**config.mk**
```make
export PLATFORM = sky130hd
export DESIGN_NAME = room_heating_demand_core_flat
export DESIGN_NICKNAME = d
export VERILOG_FILES = /design/src/rtl/core/rhd_pkg.sv /design/src/rtl/core/rhd_if.sv /design/src/rtl/core/room_heating_demand_core.sv /design/src/flat_wrapper.sv
export SDC_FILE = /design/constraint.sdc
export NUM_CORES = 2
export LEC_CHECK = 0
export BUFFER_PORTS_ARGS = -buffer_cell sky130_fd_sc_hd__clkbuf_2
export CORE_MARGIN = 2
export CORE_UTILIZATION = 45
export DETAILED_ROUTE_END_ITERATION = 8
export PLACE_DENSITY_LB_ADDON = 0.2
export SLEW_MARGIN = 30
export SYNTH_ARGS = -nofsm -noshare
export SYNTH_HDL_FRONTEND = slang
export SYNTH_SLANG_ARGS = --single-unit
```
**constraint.sdc**
```tcl
create_clock -name clock -period 17.3 [get_ports clock]
set_clock_uncertainty 0.15 [all_clocks]
set_input_delay 3.46 -clock clock [delete_from_list [all_inputs] [get_ports clock]]
set_output_delay 3.46 -clock clock [all_outputs]
set_load 0.1 [all_outputs]
```
**src/rtl/core/rhd_pkg.sv**
```systemverilog
// Package: widths, register indexes, microcode word format and program ROM.
package rhd_pkg;

   localparam int MAX_SENSORS = 16;
   localparam int TEMP_W      = 15;
   localparam int AGE_W       = 16;
   localparam int CNT_W       = $clog2(MAX_SENSORS + 1);
   localparam int SUM_W       = TEMP_W + $clog2(MAX_SENSORS) + 1;
   localparam int BAND_W      = 10;
   localparam int PRIO_W      = 8;
   localparam int DEMAND_W    = 32;
   localparam int MAG_W       = TEMP_W;
   localparam int FRAC_W      = 8;
   localparam int DIV_W       = MAG_W + FRAC_W;
   localparam int DCNT_W      = $clog2(DIV_W + 1);
   localparam int ACC_W       = 2 * DIV_W;
   localparam int CSR_ADDR_W  = 3;
   localparam int CSR_DATA_W  = 16;
   localparam int PC_W        = 4;

   // register indexes on the CSR port
   localparam logic [CSR_ADDR_W-1:0] CSR_MODE     = 3'd0;
   localparam logic [CSR_ADDR_W-1:0] CSR_TARGET   = 3'd1;
   localparam logic [CSR_ADDR_W-1:0] CSR_BELOW    = 3'd2;
   localparam logic [CSR_ADDR_W-1:0] CSR_ABOVE    = 3'd3;
   localparam logic [CSR_ADDR_W-1:0] CSR_PRIO     = 3'd4;
   localparam logic [CSR_ADDR_W-1:0] CSR_FRESH    = 3'd5;
   localparam logic [CSR_ADDR_W-1:0] CSR_FROST    = 3'd6;

   // register reset values
   localparam logic                 MODE_RST   = 1'b0;
   localparam logic [TEMP_W-1:0]    TARGET_RST = 15'd2200;
   localparam logic [BAND_W-1:0]    BELOW_RST  = 10'd50;
   localparam logic [BAND_W-1:0]    ABOVE_RST  = 10'd50;
   localparam logic [PRIO_W-1:0]    PRIO_RST   = 8'd5;
   localparam logic [AGE_W-1:0]     FRESH_RST  = 16'd60;
   localparam logic [TEMP_W-1:0]    FROST_RST  = 15'd500;

   localparam logic MODE_ANTIFREEZE = 1'b1;

   // coefficient of one in Q.8
   localparam logic [DIV_W-1:0] COEF_ONE = DIV_W'(1 << FRAC_W);

   localparam logic [DEMAND_W-1:0] DEMAND_MAX = {1'b0, {(DEMAND_W-1){1'b1}}};
   localparam logic [DEMAND_W-1:0] DEMAND_MIN = {1'b1, {(DEMAND_W-1){1'b0}}};

   typedef enum logic [3:0] {
      OP_NOP,
      OP_AVG_LOAD,
      OP_DIV_STEP,
      OP_AVG_STORE,
      OP_DEV,
      OP_COEF_LOAD,
      OP_COEF,
      OP_MUL_PRIO,
      OP_SAT,
      OP_FROST,
      OP_EMIT
   } op_type;

   typedef enum logic [2:0] {
      JMP_NEVER,
      JMP_ALWAYS,
      JMP_CNT_ZERO,
      JMP_DIV_MORE,
      JMP_ANTIFREEZE,
      JMP_COEF_SMALL,
      JMP_OUT_BUSY
   } cond_type;

   typedef struct packed {
      op_type              op;
      cond_type            cond;
      logic [PC_W-1:0]     target;
   } ucode_word_type;

   // program addresses
   localparam logic [PC_W-1:0] STEP_AVG_LOAD  = 4'd0;
   localparam logic [PC_W-1:0] STEP_AVG_DIV   = 4'd1;
   localparam logic [PC_W-1:0] STEP_AVG_STORE = 4'd2;
   localparam logic [PC_W-1:0] STEP_DEV       = 4'd3;
   localparam logic [PC_W-1:0] STEP_COEF_LOAD = 4'd4;
   localparam logic [PC_W-1:0] STEP_COEF_DIV  = 4'd5;
   localparam logic [PC_W-1:0] STEP_COEF      = 4'd6;
   localparam logic [PC_W-1:0] STEP_MUL_PRIO  = 4'd7;
   localparam logic [PC_W-1:0] STEP_SAT       = 4'd8;
   localparam logic [PC_W-1:0] STEP_FROST     = 4'd9;
   localparam logic [PC_W-1:0] STEP_EMIT      = 4'd10;

   function automatic ucode_word_type rhd_ucode(input logic [PC_W-1:0] pc);
      ucode_word_type w;
      w = '{op: OP_NOP, cond: JMP_NEVER, target: STEP_AVG_LOAD};
      case (pc)
         STEP_AVG_LOAD:  w = '{op: OP_AVG_LOAD,  cond: JMP_CNT_ZERO,   target: STEP_DEV};
         STEP_AVG_DIV:   w = '{op: OP_DIV_STEP,  cond: JMP_DIV_MORE,   target: STEP_AVG_DIV};
         STEP_AVG_STORE: w = '{op: OP_AVG_STORE, cond: JMP_NEVER,      target: STEP_AVG_LOAD};
         STEP_DEV:       w = '{op: OP_DEV,       cond: JMP_ANTIFREEZE, target: STEP_FROST};
         STEP_COEF_LOAD: w = '{op: OP_COEF_LOAD, cond: JMP_NEVER,      target: STEP_AVG_LOAD};
         STEP_COEF_DIV:  w = '{op: OP_DIV_STEP,  cond: JMP_DIV_MORE,   target: STEP_COEF_DIV};
         STEP_COEF:      w = '{op: OP_COEF,      cond: JMP_COEF_SMALL, target: STEP_SAT};
         STEP_MUL_PRIO:  w = '{op: OP_MUL_PRIO,  cond: JMP_NEVER,      target: STEP_AVG_LOAD};
         STEP_SAT:       w = '{op: OP_SAT,       cond: JMP_ALWAYS,     target: STEP_EMIT};
         STEP_FROST:     w = '{op: OP_FROST,     cond: JMP_NEVER,      target: STEP_AVG_LOAD};
         STEP_EMIT:      w = '{op: OP_EMIT,      cond: JMP_OUT_BUSY,   target: STEP_EMIT};
         default:        w = '{op: OP_NOP,       cond: JMP_NEVER,      target: STEP_AVG_LOAD};
      endcase
      return w;
   endfunction

endpackage

```
**src/rtl/core/rhd_if.sv**
```systemverilog
// Interfaces: reading request channel, demand response channel, CSR write channel.
interface rhd_req_if;
   logic                             valid;
   logic                             ready;
   logic signed [rhd_pkg::TEMP_W-1:0] reading_temp;
   logic [rhd_pkg::AGE_W-1:0]        reading_age;
   logic                             has_reading;
   logic                             last_item;

   modport source (output valid, reading_temp, reading_age, has_reading, last_item,
                   input ready);
   modport sink   (input valid, reading_temp, reading_age, has_reading, last_item,
                   output ready);
endinterface

interface rhd_rsp_if;
   logic                               valid;
   logic                               ready;
   logic signed [rhd_pkg::DEMAND_W-1:0] demand;
   logic signed [rhd_pkg::TEMP_W-1:0]   room_temp;
   logic [rhd_pkg::CNT_W-1:0]          fresh_count;

   modport source (output valid, demand, room_temp, fresh_count, input ready);
   modport sink   (input valid, demand, room_temp, fresh_count, output ready);
endinterface

interface rhd_csr_if;
   logic                               valid;
   logic                               ready;
   logic [rhd_pkg::CSR_ADDR_W-1:0]     addr;
   logic [rhd_pkg::CSR_DATA_W-1:0]     wdata;

   modport source (output valid, addr, wdata, input ready);
   modport sink   (input valid, addr, wdata, output ready);
endinterface

```
**src/rtl/core/room_heating_demand_core.sv**
```systemverilog
// Room heating demand core: fresh-reading average and Q.8 demand via a microcoded datapath.
//
// Readings of one room arrive as requests on req_ch; each accepted one is,
// if fresh (has_reading, age below fresh_ff, fewer than 16 counted), added to a
// running sum. The request marked last_item starts a short microprogram held in a ROM
// (rhd_pkg::rhd_ucode): one shared restoring divider, one quotient bit per cycle and
// 23 bits in all, forms the truncated average, and in regulate mode the same divider
// forms the Q.8 coefficient |room - target| * 256 / band; a multiplier then gives the
// demand, which saturates to 32 bits. A coefficient above one takes an extra step for
// the priority multiply; antifreeze mode skips the coefficient steps, and the average
// division is skipped when no reading was fresh.
// req_ch.ready is low while the program runs; a finished response sits in an output
// register, so the next room's readings are taken while it waits. CSR writes (csr_ch,
// always ready) go to the registers in package order and are meant to happen only
// while the core is idle.
module room_heating_demand_core import rhd_pkg::*; (
   input  logic       clock,
   input  logic       reset,
   rhd_req_if.sink    req_ch,
   rhd_rsp_if.source  rsp_ch,
   rhd_csr_if.sink    csr_ch
);

   // configuration registers
   logic              mode_ff,   mode_in;
   logic [TEMP_W-1:0] target_ff, target_in;
   logic [BAND_W-1:0] below_ff,  below_in;
   logic [BAND_W-1:0] above_ff,  above_in;
   logic [PRIO_W-1:0] prio_ff,   prio_in;
   logic [AGE_W-1:0]  fresh_ff,  fresh_in;
   logic [TEMP_W-1:0] frost_ff,  frost_in;

   // accumulation
   logic [SUM_W-1:0]  sum_ff, sum_in;
   logic [CNT_W-1:0]  cnt_ff, cnt_in;

   // sequencer
   logic              busy_ff, busy_in;
   logic [PC_W-1:0]   pc_ff,   pc_in;
   ucode_word_type    uw;
   logic              take_jump;

   // datapath
   logic [BAND_W-1:0]   rem_ff,  rem_in;
   logic [DIV_W-1:0]    quo_ff,  quo_in;
   logic [BAND_W-1:0]   dvsr_ff, dvsr_in;
   logic [DCNT_W-1:0]   dcnt_ff, dcnt_in;
   logic                neg_ff,  neg_in;
   logic [TEMP_W-1:0]   room_ff, room_in;
   logic [MAG_W-1:0]    mag_ff,  mag_in;
   logic [ACC_W-1:0]    acc_ff,  acc_in;
   logic [DEMAND_W-1:0] dmd_ff,  dmd_in;

   // output register
   logic                out_vld_ff, out_vld_in;
   logic [DEMAND_W-1:0] out_dmd_ff, out_dmd_in;
   logic [TEMP_W-1:0]   out_room_ff, out_room_in;
   logic [CNT_W-1:0]    out_cnt_ff, out_cnt_in;

   // helpers
   logic                   req_acc;
   logic                   fresh;
   logic                   out_free;
   logic [SUM_W-1:0]       sum_abs;
   logic [BAND_W:0]        div_shift;
   logic                   div_bit;
   logic [TEMP_W:0]        dev;
   logic [TEMP_W:0]        dev_neg;
   logic [BAND_W-1:0]      band;
   logic [TEMP_W-1:0]      room_neg;
   logic [ACC_W-1:0]       sq;
   logic [DIV_W+PRIO_W-1:0] cp;
   logic [ACC_W+PRIO_W-1:0] ap;
   logic                   room_lt_frost;

   assign req_ch.ready = !busy_ff;
   assign csr_ch.ready = 1'b1;
   assign req_acc      = req_ch.valid && !busy_ff;
   assign out_free     = !out_vld_ff || rsp_ch.ready;

   assign rsp_ch.valid       = out_vld_ff;
   assign rsp_ch.demand      = out_dmd_ff;
   assign rsp_ch.room_temp   = out_room_ff;
   assign rsp_ch.fresh_count = out_cnt_ff;

   assign uw = rhd_ucode(pc_ff);

   // jump condition
   always_comb begin
      case (uw.cond)
         JMP_NEVER:      take_jump = 1'b0;
         JMP_ALWAYS:     take_jump = 1'b1;
         JMP_CNT_ZERO:   take_jump = (cnt_ff == '0);
         JMP_DIV_MORE:   take_jump = (dcnt_ff != DCNT_W'(1));
         JMP_ANTIFREEZE: take_jump = (mode_ff == MODE_ANTIFREEZE);
         JMP_COEF_SMALL: take_jump = (quo_ff <= COEF_ONE);
         JMP_OUT_BUSY:   take_jump = !out_free;
         default:        take_jump = 1'b0;
      endcase
   end

   // datapath arithmetic
   assign fresh     = req_ch.has_reading && (req_ch.reading_age < fresh_ff) &&
                      (cnt_ff < CNT_W'(MAX_SENSORS));
   assign sum_abs   = sum_ff[SUM_W-1] ? (SUM_W'(0) - sum_ff) : sum_ff;
   assign div_shift = {rem_ff, quo_ff[DIV_W-1]};
   assign div_bit   = (div_shift >= {1'b0, dvsr_ff});
   assign dev       = {room_ff[TEMP_W-1], room_ff} - {target_ff[TEMP_W-1], target_ff};
   assign dev_neg   = (TEMP_W+1)'(0) - dev;
   assign band      = neg_ff ? below_ff : above_ff;
   assign room_neg  = TEMP_W'(0) - quo_ff[TEMP_W-1:0];
   assign sq        = quo_ff * quo_ff;
   assign cp        = quo_ff * prio_ff;
   assign ap        = acc_ff * prio_ff;
   assign room_lt_frost = ($signed(room_ff) < $signed(frost_ff));

   always_comb begin
      mode_in     = mode_ff;
      target_in   = target_ff;
      below_in    = below_ff;
      above_in    = above_ff;
      prio_in     = prio_ff;
      fresh_in    = fresh_ff;
      frost_in    = frost_ff;
      sum_in      = sum_ff;
      cnt_in      = cnt_ff;
      busy_in     = busy_ff;
      pc_in       = pc_ff;
      rem_in      = rem_ff;
      quo_in      = quo_ff;
      dvsr_in     = dvsr_ff;
      dcnt_in     = dcnt_ff;
      neg_in      = neg_ff;
      room_in     = room_ff;
      mag_in      = mag_ff;
      acc_in      = acc_ff;
      dmd_in      = dmd_ff;
      out_vld_in  = out_vld_ff && !rsp_ch.ready;
      out_dmd_in  = out_dmd_ff;
      out_room_in = out_room_ff;
      out_cnt_in  = out_cnt_ff;

      // CSR writes; unknown indexes are dropped
      if (csr_ch.valid) begin
         case (csr_ch.addr)
            CSR_MODE:   mode_in   = csr_ch.wdata[0];
            CSR_TARGET: target_in = csr_ch.wdata[TEMP_W-1:0];
            CSR_BELOW:  below_in  = csr_ch.wdata[BAND_W-1:0];
            CSR_ABOVE:  above_in  = csr_ch.wdata[BAND_W-1:0];
            CSR_PRIO:   prio_in   = csr_ch.wdata[PRIO_W-1:0];
            CSR_FRESH:  fresh_in  = csr_ch.wdata[AGE_W-1:0];
            CSR_FROST:  frost_in  = csr_ch.wdata[TEMP_W-1:0];
            default:    ;
         endcase
      end

      // accumulate fresh readings; last item kicks off the program
      if (req_acc) begin
         if (fresh) begin
            sum_in = sum_ff + {{(SUM_W-TEMP_W){req_ch.reading_temp[TEMP_W-1]}},
                               req_ch.reading_temp};
            cnt_in = cnt_ff + CNT_W'(1);
         end
         if (req_ch.last_item) begin
            busy_in = 1'b1;
            pc_in   = STEP_AVG_LOAD;
         end
      end

      if (busy_ff) begin
         pc_in = take_jump ? uw.target : pc_ff + PC_W'(1);
         case (uw.op)
            OP_AVG_LOAD: begin
               room_in = '0;   // stays zero when nothing was fresh
               neg_in  = sum_ff[SUM_W-1];
               quo_in  = DIV_W'(sum_abs);
               rem_in  = '0;
               dvsr_in = BAND_W'(cnt_ff);
               dcnt_in = DCNT_W'(DIV_W);
            end
            OP_DIV_STEP: begin
               rem_in  = div_bit ? BAND_W'(div_shift - {1'b0, dvsr_ff})
                                 : div_shift[BAND_W-1:0];
               quo_in  = {quo_ff[DIV_W-2:0], div_bit};
               dcnt_in = dcnt_ff - DCNT_W'(1);
            end
            OP_AVG_STORE: begin
               room_in = neg_ff ? room_neg : quo_ff[TEMP_W-1:0];
            end
            OP_DEV: begin
               neg_in = dev[TEMP_W];
               mag_in = dev[TEMP_W] ? dev_neg[MAG_W-1:0] : dev[MAG_W-1:0];
            end
            OP_COEF_LOAD: begin
               quo_in  = {mag_ff, {FRAC_W{1'b0}}};
               rem_in  = '0;
               dvsr_in = (band == '0) ? BAND_W'(1) : band;
               dcnt_in = DCNT_W'(DIV_W);
            end
            OP_COEF: begin
               // up to one: c * prio; above one: c * c now, prio next step
               acc_in = (quo_ff <= COEF_ONE) ? ACC_W'(cp) : sq;
            end
            OP_MUL_PRIO: begin
               acc_in = ap[ACC_W+PRIO_W-1:FRAC_W];
            end
            OP_SAT: begin
               if (neg_ff) begin
                  dmd_in = (acc_ff > ACC_W'(DEMAND_MIN)) ? DEMAND_MIN
                                                          : DEMAND_W'(0) - acc_ff[DEMAND_W-1:0];
               end else begin
                  dmd_in = (acc_ff > ACC_W'(DEMAND_MAX)) ? DEMAND_MAX
                                                          : acc_ff[DEMAND_W-1:0];
               end
            end
            OP_FROST: begin
               dmd_in = room_lt_frost ? DEMAND_MAX : '0;
            end
            OP_EMIT: begin
               if (out_free) begin
                  out_vld_in  = 1'b1;
                  out_dmd_in  = dmd_ff;
                  out_room_in = room_ff;
                  out_cnt_in  = cnt_ff;
                  sum_in      = '0;
                  cnt_in      = '0;
                  busy_in     = 1'b0;
                  pc_in       = STEP_AVG_LOAD;
               end
            end
            default: ;
         endcase
      end
   end

   always_ff @(posedge clock) begin
      if (reset) begin
         mode_ff    <= MODE_RST;
         target_ff  <= TARGET_RST;
         below_ff   <= BELOW_RST;
         above_ff   <= ABOVE_RST;
         prio_ff    <= PRIO_RST;
         fresh_ff   <= FRESH_RST;
         frost_ff   <= FROST_RST;
         sum_ff     <= '0;
         cnt_ff     <= '0;
         busy_ff    <= 1'b0;
         pc_ff      <= STEP_AVG_LOAD;
         out_vld_ff <= 1'b0;
      end else begin
         mode_ff    <= mode_in;
         target_ff  <= target_in;
         below_ff   <= below_in;
         above_ff   <= above_in;
         prio_ff    <= prio_in;
         fresh_ff   <= fresh_in;
         frost_ff   <= frost_in;
         sum_ff     <= sum_in;
         cnt_ff     <= cnt_in;
         busy_ff    <= busy_in;
         pc_ff      <= pc_in;
         out_vld_ff <= out_vld_in;
      end
   end

   // payload, no reset
   always_ff @(posedge clock) begin
      rem_ff      <= rem_in;
      quo_ff      <= quo_in;
      dvsr_ff     <= dvsr_in;
      dcnt_ff     <= dcnt_in;
      neg_ff      <= neg_in;
      room_ff     <= room_in;
      mag_ff      <= mag_in;
      acc_ff      <= acc_in;
      dmd_ff      <= dmd_in;
      out_dmd_ff  <= out_dmd_in;
      out_room_ff <= out_room_in;
      out_cnt_ff  <= out_cnt_in;
   end

endmodule
```
**src/flat_wrapper.sv**
```systemverilog
// flat-port wrapper written by rule: the top's interface ports become plain ports
module room_heating_demand_core_flat import rhd_pkg::*;
  (clock, reset, req_ch_valid, req_ch_reading_temp, req_ch_reading_age, req_ch_has_reading, req_ch_last_item, req_ch_ready, rsp_ch_valid, rsp_ch_demand, rsp_ch_room_temp, rsp_ch_fresh_count, rsp_ch_ready, csr_ch_valid, csr_ch_addr, csr_ch_wdata, csr_ch_ready);
  rhd_req_if req_ch_i ();
  rhd_rsp_if rsp_ch_i ();
  rhd_csr_if csr_ch_i ();
  input  logic clock;
  input  logic reset;
  input wire logic [$bits(req_ch_i.valid)-1:0] req_ch_valid;
  input wire logic [$bits(req_ch_i.reading_temp)-1:0] req_ch_reading_temp;
  input wire logic [$bits(req_ch_i.reading_age)-1:0] req_ch_reading_age;
  input wire logic [$bits(req_ch_i.has_reading)-1:0] req_ch_has_reading;
  input wire logic [$bits(req_ch_i.last_item)-1:0] req_ch_last_item;
  output wire logic [$bits(req_ch_i.ready)-1:0] req_ch_ready;
  output wire logic [$bits(rsp_ch_i.valid)-1:0] rsp_ch_valid;
  output wire logic [$bits(rsp_ch_i.demand)-1:0] rsp_ch_demand;
  output wire logic [$bits(rsp_ch_i.room_temp)-1:0] rsp_ch_room_temp;
  output wire logic [$bits(rsp_ch_i.fresh_count)-1:0] rsp_ch_fresh_count;
  input wire logic [$bits(rsp_ch_i.ready)-1:0] rsp_ch_ready;
  input wire logic [$bits(csr_ch_i.valid)-1:0] csr_ch_valid;
  input wire logic [$bits(csr_ch_i.addr)-1:0] csr_ch_addr;
  input wire logic [$bits(csr_ch_i.wdata)-1:0] csr_ch_wdata;
  output wire logic [$bits(csr_ch_i.ready)-1:0] csr_ch_ready;
  assign req_ch_i.valid = req_ch_valid;
  assign req_ch_i.reading_temp = req_ch_reading_temp;
  assign req_ch_i.reading_age = req_ch_reading_age;
  assign req_ch_i.has_reading = req_ch_has_reading;
  assign req_ch_i.last_item = req_ch_last_item;
  assign req_ch_ready = req_ch_i.ready;
  assign rsp_ch_valid = rsp_ch_i.valid;
  assign rsp_ch_demand = rsp_ch_i.demand;
  assign rsp_ch_room_temp = rsp_ch_i.room_temp;
  assign rsp_ch_fresh_count = rsp_ch_i.fresh_count;
  assign rsp_ch_i.ready = rsp_ch_ready;
  assign csr_ch_i.valid = csr_ch_valid;
  assign csr_ch_i.addr = csr_ch_addr;
  assign csr_ch_i.wdata = csr_ch_wdata;
  assign csr_ch_ready = csr_ch_i.ready;
  room_heating_demand_core u_core (.clock(clock), .reset(reset), .req_ch(req_ch_i), .rsp_ch(rsp_ch_i), .csr_ch(csr_ch_i));
endmodule
```
==> flow_summary.yaml <==
detailed_routing:
  drt-initial-drc-count: 2405
  drtAntennaViolNets: 0
  vias_per_cell: 5.39
  avgRoutedWirePerCell_um: 18.7
  first_pass_iters: 6
  wl_mm: 128
  route.detailed.drc: 0
  num_vias: 37000
clocking:
  postCtsHoldBufs: 0
  cts_made_buffers: 38
  cts_buffer_depth: 3
  cts_resized: 0
  cts_tree: "done"
  clk_pin_slew_worst_paths_ns: 0.06
  cts_htree_levels: 2
  clock_sinks: 326
  postCtsSetupRepairBufs: 0
  clkLatencyLatePin_ns: 0.59
  cts_root_buf: "clkbuf_16"
logic_synthesis:
  yosys_most_used_dff: "edfxtp_1"
  syn_area_mm2: 0.0492
  yosysWarnings: 0
  async_flop_share: 0
  synth-edff-count: 209
  synth.distinct_cells: 96
  postSynthCellCount: 5487
  synth_fp_nets: 6714
  ys_seq_elements: 326
  yosysSeqAreaShare: 0.175
  syn_area_per_cell_um2: 8.97
sta:
  drv_slew: 0
  timing.final.crit_share: 0.494
  max_freq_mhz: 117
  slew_headroom: 0.390
  setup_tns_ns: 0
  setup_viol: 0
  hold_viol: 0
  rsz0062_at_grt: "no"
  min_period_ns: 8.55
  tightest_slew_ns: 0.915
setup_path:
  arrival_ns: 8.69
  cp_slowest_cell: "edfxtp_1"
  path_depth: 22
  path_delay_family: "adder cells"
  crit_required_ns: 17.44
  r2r_slack_ns: 8.75
  crit_path_frequent_cell: "fa_1"
  crit_chain: "inv_1 > nor2_1 > fa_1 > fa_1 > fa_1 > fa_1 > fa_1 > fa_1 > inv_1 > fa_1 > inv_1 > ha_1 > and3_1 > and4_1 > a2111oi_0 > o21ai_0 > a21oi_1 > a21oi_1 > a221oi_1 > o21bai_1 > xnor2_1 > o22ai_1"
  critical_path.endpoint_type: "flip-flop"
  critPathLaunchType: "flip-flop"
  crit_path_max_fanout: 23
  r2r_end: "u_core.acc_ff[40]"
  endpoint: "u_core.acc_ff[40]"
  critical_path.max_stage_delay_ns: 0.74
  critPathBufInv: 3
  reg2reg_depth: 22
  crit_start: "u_core.quo_ff[0]"
  r2r-start: "u_core.quo_ff[0]"
  path_class: "flip-flop to flip-flop"
pwr:
  power_mw: 10.6
  power_leakage_nw: 23.9
  swShare: 0.551
  ir_drop_v: 0.000476
  switching_power_mw: 5.85
  p_per_area_mw_per_mm2: 204
  seqPwrFrac: 0.109
  p_comb_frac: 0.813
  p_clk_frac: 0.077
  p_int_mw: 4.78
die:
  io_pins: 112
  coreArea_mm2: 0.109
  die_x_um: 335
  die_h_um: 335
  start_util: 0.453
  dieArea_mm2: 0.112
  rows: 121
cells_and_area:
  drive_gt1_frac: 0.0551
  area_growth_pct: 6.06
  layout_common_cells: "inv_1, fa_1, nand2_1"
  fin_nets: 6638
  final_common_cell: "inv_1"
  design_area_mm2: 0.0522
  antenna_cells: 0
worst_hold_path:
  hp-class: "flip-flop to flip-flop"
grt:
  track_usage: 0.236
  grt_max_degree: 95
  grt_pass1_vias: 38800
  grt_pass1_wl_mm: 211
  antenna_found_initial: 1
  grt-ovfl-total: 0
placed_design:
  dp_hpwl_mm: 100
  place_area_mm2: 0.0509
  numPortBuffers: 110
  place_congestion: 0.891
run_status:
  status: "finished, final reports clean"
flow_run:
  max-cap-violations: 0
worst min-delay path by stage:
| stage | cells past startpoint | start | endpoint |
|---|---|---|---|
| finish | 0 | u_core.dmd_ff[11] | u_core.rsp_ch.demand[11] |
| floorplan | 0 | u_core.dmd_ff[0] | u_core.rsp_ch.demand[0] |
| global placement | 0 | u_core.dmd_ff[0] | u_core.rsp_ch.demand[0] |
| global route | 0 | u_core.dmd_ff[0] | u_core.rsp_ch.demand[0] |
| CTS | 0 | u_core.dmd_ff[0] | u_core.rsp_ch.demand[0] |
| detailed placement | 0 | u_core.dmd_ff[7] | u_core.rsp_ch.demand[7] |
synth_stat cells, types with 28 or more instances:
| cell type | number | area [um^2] |
|---|---|---|
| a211oi_1 | 36 | 270 |
| a21o_1 | 81 | 608 |
| a21oi_1 | 264 | 1320 |
| and2_1 | 315 | 1970 |
| clkbuf_1 | 254 | 953 |
| dfxtp_1 | 117 | 2340 |
| edfxtp_1 | 209 | 6280 |
| fa_1 | 782 | 15700 |
| ha_1 | 388 | 4850 |
| inv_1 | 988 | 3710 |
| mux2i_1 | 46 | 460 |
| nand2_1 | 758 | 2850 |
| nand2b_1 | 32 | 200 |
| nand3_1 | 50 | 250 |
| nor2_1 | 251 | 942 |
| nor3_1 | 56 | 280 |
| o211ai_1 | 30 | 225 |
| o21ai_0 | 145 | 726 |
| o22ai_1 | 43 | 269 |
| or3_1 | 28 | 175 |
| xnor2_1 | 126 | 1100 |
| xor2_1 | 72 | 631 |
state kept, by name, indices dropped and copies added (netlist names), 11 cells and up:
| name | cells |
|---|---|
| u_core.sum_ff | 20 |
| u_core.quo_ff | 23 |
| u_core.rsp_ch.room_temp | 15 |
| u_core.room_ff | 15 |
| u_core.mag_ff | 15 |
| u_core.acc_ff | 46 |
| u_core.rsp_ch.demand | 32 |
| u_core.fresh_ff | 16 |
| u_core.dmd_ff | 32 |
| u_core.frost_ff | 15 |
| u_core.uw | 11 |
| u_core.target_ff | 15 |
per-stage QoR:
stage / setup WS (ns) / instances / utilization / hold WS (ns)
floorplan: 9.58 / 5487 / - / 0.250
global route: 8.17 / 6855 / 0.480 / 0.269
finish: 8.75 / 6855 / 0.480 / 0.265
CTS: 8.78 / 6854 / 0.480 / 0.268
global placement: 8.99 / 6784 / 0.468 / 0.252
detailed placement: 8.83 / 6784 / 0.468 / 0.255
cell families (layout without fill, tap and decap cells):
| family | after synthesis | count (layout) | synth area share |
|---|---|---|---|
| simple gates | 1653 | 1653 | 0.159 |
| mux | 49 | 49 | 0.0100 |
| compound gates | 812 | 812 | 0.105 |
| other cells | 1 | 1 | 0.0000762 |
| xor+xnor | 198 | 198 | 0.0352 |
| flops | 326 | 326 | 0.175 |
| buf+inv | 1278 | 1232 | 0.0983 |
| fa+ha+maj | 1170 | 1170 | 0.417 |
layout make-up:
type,count,area (um^2)
Fill cell,10500,56500
Multi-Input combinational cell,3883,35800
Sequential cell,326,8630
Inverter,993,3730
Tap cell,1414,1770
Clock buffer,53,1070
Timing Repair Buffer,169,1000
Clock inverter,17,188
layer usage:
| metal | global-route usage | share of wire |
|---|---|---|
| met1 | 0.313 | 0.43 |
| met2 | 0.413 | 0.50 |
| met3 | 0.0225 | 0.046 |
| met4 | 0.0581 | 0.025 |
| met5 | 0 | 0.00010 |
power groups by stage:
| stage | registers (mW) | clock network [mW] | logic (mW) |
|---|---|---|---|
| after floorplan | 1.16 | 0 | 5.91 |
| after global placement | 1.18 | 0 | 8.55 |
| after detailed placement | 1.18 | 0 | 8.58 |
| after CTS | 1.16 | 0.844 | 8.62 |
| after global routing | 1.17 | 0.873 | 9.56 |
| final | 1.16 | 0.824 | 8.65 |
No activity file was read; power rests on OpenSTA's default activity.
